## src/pcbr_pkg.sv

```systemverilog
// Package for the pointwise convolution block: payload types, command struct,
// action and register index codes. No dependencies.
`default_nettype none

package pcbr_pkg;

  localparam int ACTION_W     = 2;
  localparam int FILTER_SEL_W = 4;
  localparam int CHAN_SEL_W   = 6;
  localparam int VALUE_W      = 16;
  localparam int ACC_W        = 40;
  localparam int PROD_W       = 32;
  localparam int FRAC_SHIFT   = 12;

  localparam int NUM_FILTERS_W  = 5;
  localparam int NUM_CHANNELS_W = 7;
  localparam int CFG_INDEX_W    = 2;
  localparam int CFG_DATA_W     = 7;

  localparam logic [ACTION_W-1:0] ACT_LOAD_WEIGHT = 2'd0;
  localparam logic [ACTION_W-1:0] ACT_LOAD_BIAS   = 2'd1;
  localparam logic [ACTION_W-1:0] ACT_SAMPLE      = 2'd2;

  localparam logic [CFG_INDEX_W-1:0] CFG_NUM_FILTERS  = 2'd0;
  localparam logic [CFG_INDEX_W-1:0] CFG_NUM_CHANNELS = 2'd1;
  localparam logic [CFG_INDEX_W-1:0] CFG_BIAS_ENABLE  = 2'd2;
  localparam logic [CFG_INDEX_W-1:0] CFG_RELU_ENABLE  = 2'd3;

  typedef struct packed {
    logic [ACTION_W-1:0]       action;
    logic [FILTER_SEL_W-1:0]   filter_select;
    logic [CHAN_SEL_W-1:0]     channel_select;
    logic signed [VALUE_W-1:0] item_value;
  } in_item_t;

  typedef struct packed {
    logic [FILTER_SEL_W-1:0]   out_filter;
    logic signed [VALUE_W-1:0] out_value;
    logic                      last_of_pixel;
  } out_item_t;

  // Controller to datapath commands.
  typedef struct packed {
    logic accept;    // input transfer this cycle
    logic mac;       // issue one multiply-accumulate for the current filter
    logic load_out;  // compute the result of the current filter into the output register
    logic last;      // current filter is the last one in use
    logic clear;     // pixel done: clear all accumulators
  } cmd_t;

endpackage

`default_nettype wire

```

## src/pcbr_ctrl.sv

```systemverilog
// Sequencer for the pointwise convolution: filter and channel counters,
// MAC issue, pipeline drain, and result emission. Uses pcbr_pkg.
`default_nettype none

module pcbr_ctrl #(
  parameter int MAX_FILTERS  = 16,
  parameter int MAX_CHANNELS = 64,
  parameter int FW  = (MAX_FILTERS > 1) ? $clog2(MAX_FILTERS) : 1,
  parameter int CW  = (MAX_CHANNELS > 1) ? $clog2(MAX_CHANNELS) : 1,
  parameter int FCW = $clog2(MAX_FILTERS + 1),
  parameter int CCW = $clog2(MAX_CHANNELS + 1)
) (
  input  wire logic                          clk,
  input  wire logic                          rst,
  input  wire logic                          in_valid,
  input  wire logic [pcbr_pkg::ACTION_W-1:0] in_action,
  output logic                               in_ready,
  output logic                               out_valid,
  input  wire logic                          out_ready,
  input  wire logic [FCW-1:0]                nf,
  input  wire logic [CCW-1:0]                nc,
  output pcbr_pkg::cmd_t                     cmd,
  output logic [FW-1:0]                      filter,
  output logic [CW-1:0]                      channel
);
  import pcbr_pkg::*;

  typedef enum logic [2:0] {
    IDLE, MAC, DRAIN1, DRAIN2, OUT_READ, OUT_CALC, OUT_HOLD
  } state_t;

  state_t        state;
  logic [FW-1:0] filt;
  logic [CW-1:0] chan;
  logic [CW-1:0] chan_clamped;
  logic          last_filter;
  logic          more_channels;
  logic          sample_take;

  assign last_filter   = (FCW'(filt) + FCW'(1)) == nf;
  // a shrunk channel count pulls the position back onto the last channel
  assign chan_clamped  = (CCW'(chan) >= nc) ? CW'(nc - CCW'(1)) : chan;
  assign more_channels = (CCW'(chan) + CCW'(1)) < nc;

  assign in_ready    = (state == IDLE);
  assign out_valid   = (state == OUT_HOLD);
  assign sample_take = in_valid && (state == IDLE) && (in_action == ACT_SAMPLE);

  assign filter  = filt;
  assign channel = chan;

  always_comb begin
    cmd          = '0;
    cmd.accept   = in_valid && in_ready;
    cmd.mac      = (state == MAC);
    cmd.load_out = (state == OUT_CALC);
    cmd.last     = last_filter;
    cmd.clear    = (state == OUT_HOLD) && out_ready && last_filter;
  end

  always_ff @(posedge clk) begin
    if (rst) begin
      state <= IDLE;
      filt  <= '0;
      chan  <= '0;
    end else begin
      unique case (state)
        IDLE: begin
          if (sample_take) begin
            chan  <= chan_clamped;
            filt  <= '0;
            state <= MAC;
          end
        end
        MAC: begin
          if (last_filter) state <= DRAIN1;
          else filt <= filt + FW'(1);
        end
        // DRAIN1 and DRAIN2 let the last accumulator write land
        DRAIN1: state <= DRAIN2;
        DRAIN2: begin
          filt <= '0;
          if (more_channels) begin
            chan  <= chan + CW'(1);
            state <= IDLE;
          end else begin
            state <= OUT_READ;
          end
        end
        OUT_READ: state <= OUT_CALC;
        OUT_CALC: state <= OUT_HOLD;
        OUT_HOLD: begin
          if (out_ready) begin
            if (last_filter) begin
              chan  <= '0;
              state <= IDLE;
            end else begin
              filt  <= filt + FW'(1);
              state <= OUT_READ;
            end
          end
        end
        default: state <= IDLE;
      endcase
    end
  end

endmodule

`default_nettype wire

```

## config.mk

```make
export PLATFORM = sky130hd
export DESIGN_NAME = pcbr_ctrl
export DESIGN_NICKNAME = d
export VERILOG_FILES = /design/src/pcbr_pkg.sv /design/src/pcbr_ctrl.sv
export SDC_FILE = /design/constraint.sdc
export NUM_CORES = 1
export LEC_CHECK = 0
export ABC_AREA = 1
export BUFFER_PORTS_ARGS = -buffer_cell sky130_fd_sc_hd__buf_2
export CELL_PAD_IN_SITES_DETAIL_PLACEMENT = 1
export CELL_PAD_IN_SITES_GLOBAL_PLACEMENT = 2
export CORE_MARGIN = 2
export CORE_UTILIZATION = 28
export DETAILED_ROUTE_END_ITERATION = 7
export PLACE_DENSITY_LB_ADDON = 0.1
export SYNTH_ARGS = -nofsm -noshare
export SYNTH_HDL_FRONTEND = slang
export SYNTH_SLANG_ARGS = --single-unit
```

## constraint.sdc

```tcl
create_clock -name clk -period 2.55 [get_ports clk]
set_input_delay 0.1275 -clock clk [delete_from_list [all_inputs] [get_ports clk]]
set_output_delay 0.1275 -clock clk [all_outputs]
set_load 0.05 [all_outputs]
```

## Word-level counts from Yosys, hierarchy flattened

Index checks and enable logic that the tools add are counted.

| operators by class | value |
|---|---|
| $add $sub $neg | 5 |
| muxes and demuxes | 16 |
| $lt $le $gt $ge | 2 |
| reductions and logical operators | 10 |
| eq/ne operators | 14 |

Operators by type and width:

| operator | number |
|---|---|
| two-way mux 6 bit | 5 |
| one-hot mux 3 bit (7 select lines) | 1 |
| one-hot mux 6 bit (3 select lines) | 1 |
| one-hot mux 4 bit (4 select lines) | 1 |
| two-way mux 3 bit | 5 |
| two-way mux 4 bit | 3 |
| inequality test 2 x 1 -> 1 bit (second input constant) | 5 |
| equality test 3 bit (second input constant) | 3 |
| adder 6 x 1 -> 7 bit (second input constant) | 1 |
| >= comparator 6 x 7 -> 1 bit | 1 |
| less-than comparator 7 bit | 1 |
| adder 6 x 1 -> 6 bit (second input constant) | 1 |
| equality test 3 x 2 -> 1 bit (second input constant) | 2 |
| AND reduction 3 bit | 2 |
| AND reduction 6 bit | 1 |
| subtractor 6 x 1 -> 6 bit (second input constant) | 1 |
| adder 4 x 1 -> 5 bit (second input constant) | 1 |
| equality test 5 bit | 1 |
| adder 4 x 1 -> 4 bit (second input constant) | 1 |
| logical AND 1 bit | 4 |
| nonzero test 4 bit | 1 |
| equality test 3 x 1 -> 1 bit (second input constant) | 1 |
| logical NOT 3 bit | 1 |
| nonzero test 3 bit | 1 |
| 2 further kinds | 2 |

| storage, ports and cells | value |
|---|---|
| bits of input ports | 18 |
| logic and storage cells | 50 |
| output and inout bits | 17 |
| register bits after elaboration | 13 |

## Longest topological paths before layout

| depth | value |
|---|---|
| depth after elaboration | 5 |
| gate-level depth with buffers | 15 |
| gate-level depth less buffers | 15 |

## Worst setup path before layout

OpenSTA, ideal clock, no wires.

| timing path | value |
|---|---|
| path kind | register to register |
| start | register chan[0] (netlist: channel[0]) |
| end | register chan[2] (netlist: channel[2]) |
| path slack | 0.096 ns |
| data arrival time | 2.389 ns |
| period minus slack after synthesis | 2.454 ns |
| setup time | 0.064 ns |
| path buffers | 0 |
| required time | 2.486 ns |
| cell stages (with the launch flop) | 15 |
| path through | dfxtp_1 > ha_1 > nand4_1 > nand2_1 > inv_1 > ha_1 > a21oi_1 > nor2_1 > nor2_1 > nand3_1 > nand2_1 > nand2_2 > nor2_4 > nor2_1 > nor2_1 |

| on the way | value |
|---|---|
| cells in the longest elaborated chain, start to end | 4 |
| elaborated cells on any way between the ends | 9 |
| those cells by class | add/sub (2); order compare (2); eq/ne (2); mux (2); reduce/logical (1) |

Ends and longest elaborated chain:

| what | RTL line | RTL |
|---|---|---|
| from (decl) | pcbr_ctrl.sv:34 | `logic [CW-1:0] chan;` |
| from (signal assigned) | pcbr_ctrl.sv:70 | `chan <= chan_clamped;` |
| from (signal assigned) | pcbr_ctrl.sv:84 | `chan <= chan + CW'(1);` |
| adder 6 x 1 -> 7 bit | pcbr_ctrl.sv:43 | `assign more_channels = (CCW'(chan) + CCW'(1)) < nc;` |
| less-than comparator 7 bit | pcbr_ctrl.sv:43 |  |
| inequality test 2 bit (no source line) | n/a |  |
| AND reduction 6 bit (no source line) | n/a |  |

Several ways; a longest one is shown, not always the timed one. The select of a mux whose other input is x is not followed.
A chain may end at the register's enable or synchronous reset.

## Final worst setup path

| timing path | value |
|---|---|
| start | register chan[0] (netlist: channel[0]) |
| end | register chan[4] (netlist: channel[4]) |

Same word-level chain as after synthesis.

==> flow_metrics.py <==
metrics = {
    "global_routing": {
        "grt.overflow.total": 0,
        "antenna_found_initial": 0,
        "first_global_vias": 1648,
        "global_route.usage.total_pct": 14.9,
        "grt_start_max_net_pins": 9,
        "first_pass_grt_wire_length_um": 7370,
    },
    "synth": {
        "synth_area_um2": 1520,
        "ys_seq_elements": 13,
        "synth_largest_area_cell": "sky130_fd_sc_hd__dfxtp_1",
        "synth-edff-count": 0,
        "ys_warn_count": 0,
        "synth_top_area_cells": "sky130_fd_sc_hd__dfxtp_1 (17%), sky130_fd_sc_hd__ha_1 (13%), sky130_fd_sc_hd__nand2_1 (13%), sky130_fd_sc_hd__nor2_1 (9.7%), sky130_fd_sc_hd__inv_1 (9.4%)",
        "synthDistinctLibCells": 29,
        "synthArstFlopShare_pct": 0,
        "ys_seq_area_share_pct": 17.2,
        "synth_ff_type": "sky130_fd_sc_hd__dfxtp_1",
        "netlist.area_leader.share_pct": 17.2,
        "syn_nets": 280,
        "postSynthCellCount": 246,
        "syn-mean-instance-area_um2": 6.16,
    },
    "timing": {
        "finalSetupTns_ns": 0,
        "worst_case_hold_slack_ns": 0.139,
        "fin_worst_skew_ns": 0.00596,
        "setup_repair_after_global_routing_missed_its_margin": "no",
        "post-route-period-util_pct": 87.7,
        "final.min_clock_period_ns": 2.24,
        "worst_slew_margin_rel_pct": 67.4,
        "achievable-frequency_ghz": 0.447,
        "worstMarginPinSlew_ns": 0.486,
        "finalHoldViolations": 0,
        "maxSlewViolCount": 0,
        "final-setup-viol-count": 0,
    },
    "cts": {
        "clock_tree.htree_level_count": 1,
        "numCtsBuffers": 3,
        "cts.path.max_buffers": 2,
        "root_driver": "sky130_fd_sc_hd__clkbuf_8",
        "ctsHoldBuffers": 0,
        "clock_latency_of_the_later_clocked_register_in_the_worst_skew_pair_ns": 0.24,
        "setup_bufs_post_cts": 0,
        "clk_pin_slew_worst_paths_ns": 0.06,
        "cts_tree": "done",
        "numClockSinks": 13,
        "postCtsResizedCells": 0,
    },
    "placed_design": {
        "dp_hpwl_um": 3600,
        "placed_area_um2": 1780,
        "gpl.final_weighted_congestion": 0.751,
        "buffer_ports.inserted": 34,
    },
    "floorplan": {
        "ioPinCount": 35,
        "floorplan.die_area_um2": 6020,
        "floorplan.core_area_um2": 5170,
        "core.rowCount": 26,
        "die_x_um": 77.6,
        "floorplan.initialDensity_pct": 29.3,
        "chipHeight_um": 77.6,
    },
    "route": {
        "vias": 1625,
        "detail_route.drc_violations": 0,
        "postRouteAntennaNets": 0,
        "detail_route.vias_per_cell": 4.59,
        "routed_wire_length_per_instance_um": 11.6,
        "starting_drc_count_in_detailed_routing": 50,
        "drt_pass1_iterations": 4,
        "wl_um": 4120,
    },
    "worst_hold_path": {
        "worst_hold_path_type": "input port to flip-flop",
    },
    "layout": {
        "finalNetCount": 319,
        "areaGrowthSynthToFinish_pct": 20.5,
        "fin_area_um2": 1830,
        "antenna_cells": 0,
        "layout-drive-gt1-share_pct": 23.2,
    },
    "critical_path": {
        "crit_type": "flip-flop to flip-flop",
        "required_ns": 2.72,
        "setup.worst_path.end_class": "flip-flop",
        "timing.critical_path.fanout_max": 7,
        "arrival_ns": 2.41,
        "critPathLaunchType": "flip-flop",
    },
    "power": {
        "total_power_mw": 1.86,
        "power_density_nw_per_um2": 1020,
        "ir_drop_mv": 0.497,
        "static-leakage-power_nw": 0.982,
    },
    "flow_run": {
        "max-cap-violations": 0,
    },
    "status": {
        "run_status": "finished, final reports clean",
    },
}
-- layer usage --
metal  wire [um]  global-route usage (%)  vias to the layer above  share of wire (%)
met1        2200                    21.3                      737                 53
li1            -                       -                      862                  -
met2        1760                    23.5                       24                 43
met3         147                    2.67                        2                3.6
met5           0                       0                        -                  0
met4          14                    2.14                        0               0.34
-- critical path: stages (launching register included) --
cell	delay (ns)
sky130_fd_sc_hd__dfxtp_2	0.37
sky130_fd_sc_hd__ha_1	0.22
sky130_fd_sc_hd__nand4_1	0.17
sky130_fd_sc_hd__nand2_1	0.14
sky130_fd_sc_hd__inv_1	0.05
sky130_fd_sc_hd__ha_1	0.28
sky130_fd_sc_hd__a21oi_1	0.15
sky130_fd_sc_hd__nor2_1	0.05
sky130_fd_sc_hd__nor2_1	0.08
sky130_fd_sc_hd__nand3_1	0.09
sky130_fd_sc_hd__nand2_2	0.14
sky130_fd_sc_hd__nand2_2	0.09
sky130_fd_sc_hd__nor2_4	0.17
sky130_fd_sc_hd__nor2_1	0.06
sky130_fd_sc_hd__nor2_1	0.10
-- synth_stat cells (4+ instances only) --
library cell	instances
sky130_fd_sc_hd__o21ai_0	4
sky130_fd_sc_hd__nand2_1	52
sky130_fd_sc_hd__nor2_4	5
sky130_fd_sc_hd__nor2_1	39
sky130_fd_sc_hd__inv_2	4
sky130_fd_sc_hd__nand3_1	15
sky130_fd_sc_hd__o21ai_1	6
sky130_fd_sc_hd__ha_1	16
sky130_fd_sc_hd__dfxtp_1	13
sky130_fd_sc_hd__nand4_1	11
sky130_fd_sc_hd__a21oi_1	12
sky130_fd_sc_hd__nand2_2	5
sky130_fd_sc_hd__nor2_2	4
sky130_fd_sc_hd__xor2_1	5
sky130_fd_sc_hd__inv_1	38
-- final cells by class --
cell class | count | area (um2)
clock buffer | 4 | 45.0
fill | 700 | 3350
inverter | 42 | 158
multi-input combinational | 189 | 1090
sequential | 13 | 263
tap | 70 | 87.6
timing repair buffer | 36 | 185
-- where the power goes --
| group | switching, mW | internal, mW | leakage, nW |
|---|---|---|---|
| Sequential | 0.126 | 0.284 | 0.107 |
| Clock | 0.0713 | 0.110 | 0.0228 |
| Combinational | 0.882 | 0.386 | 0.852 |
-- metrics by stage --
step / instances / setup slack, ns / util, %
finish: 354 / 0.315 / 35.3
global route: 354 / 0.0619 / 35.3
CTS: 354 / 0.172 / 35.2
detailed placement: 350 / 0.187 / 34.3
global placement: 350 / 0.242 / 34.3
floorplan: 246 / 0.0964 / -
-- placed cells by master, fill, tap and decap left out, drive strengths merged --
cell / n
buf: 36
dfxtp: 13
ha: 16
nand2: 58
o22ai: 1
a21oi: 12
nand4: 11
a211oi: 1
xnor2: 1
xor2: 5
o21ai: 12
nand3b: 2
and2: 1
nand3: 16
nor3: 4
inv: 42
a22oi: 1
nor2: 48
clkbuf: 4
-- state kept, by name, summed over array words and instances, names as in the netlist --
register  count
filter        4
state         3
channel       6
-- cells by family (layout without fill, tap and decap cells) --
logic type,after synthesis,count (layout),synth area share (%)
compound gates,27,27,9.82
xor+xnor,6,6,3.47
fa+ha+maj,16,16,13.2
buf+inv,44,82,11.2
flops,13,13,17.2
simple gates,140,140,45.1
-- worst paths after layout --
kind	cells past startpoint	slack (ns)	start	end
setup reg to reg	14	0.31	channel[0]$_SDFFE_PP0P_	channel[4]$_SDFFE_PP0P_
hold / removal	2	0.14	rst	state[2]$_SDFFE_PP0P_
setup / recovery	14	0.31	channel[0]$_SDFFE_PP0P_	channel[4]$_SDFFE_PP0P_
hold reg to reg	2	0.53	channel[1]$_SDFFE_PP0P_	channel[1]$_SDFFE_PP0P_
Power figures use the tool's default switching activity.
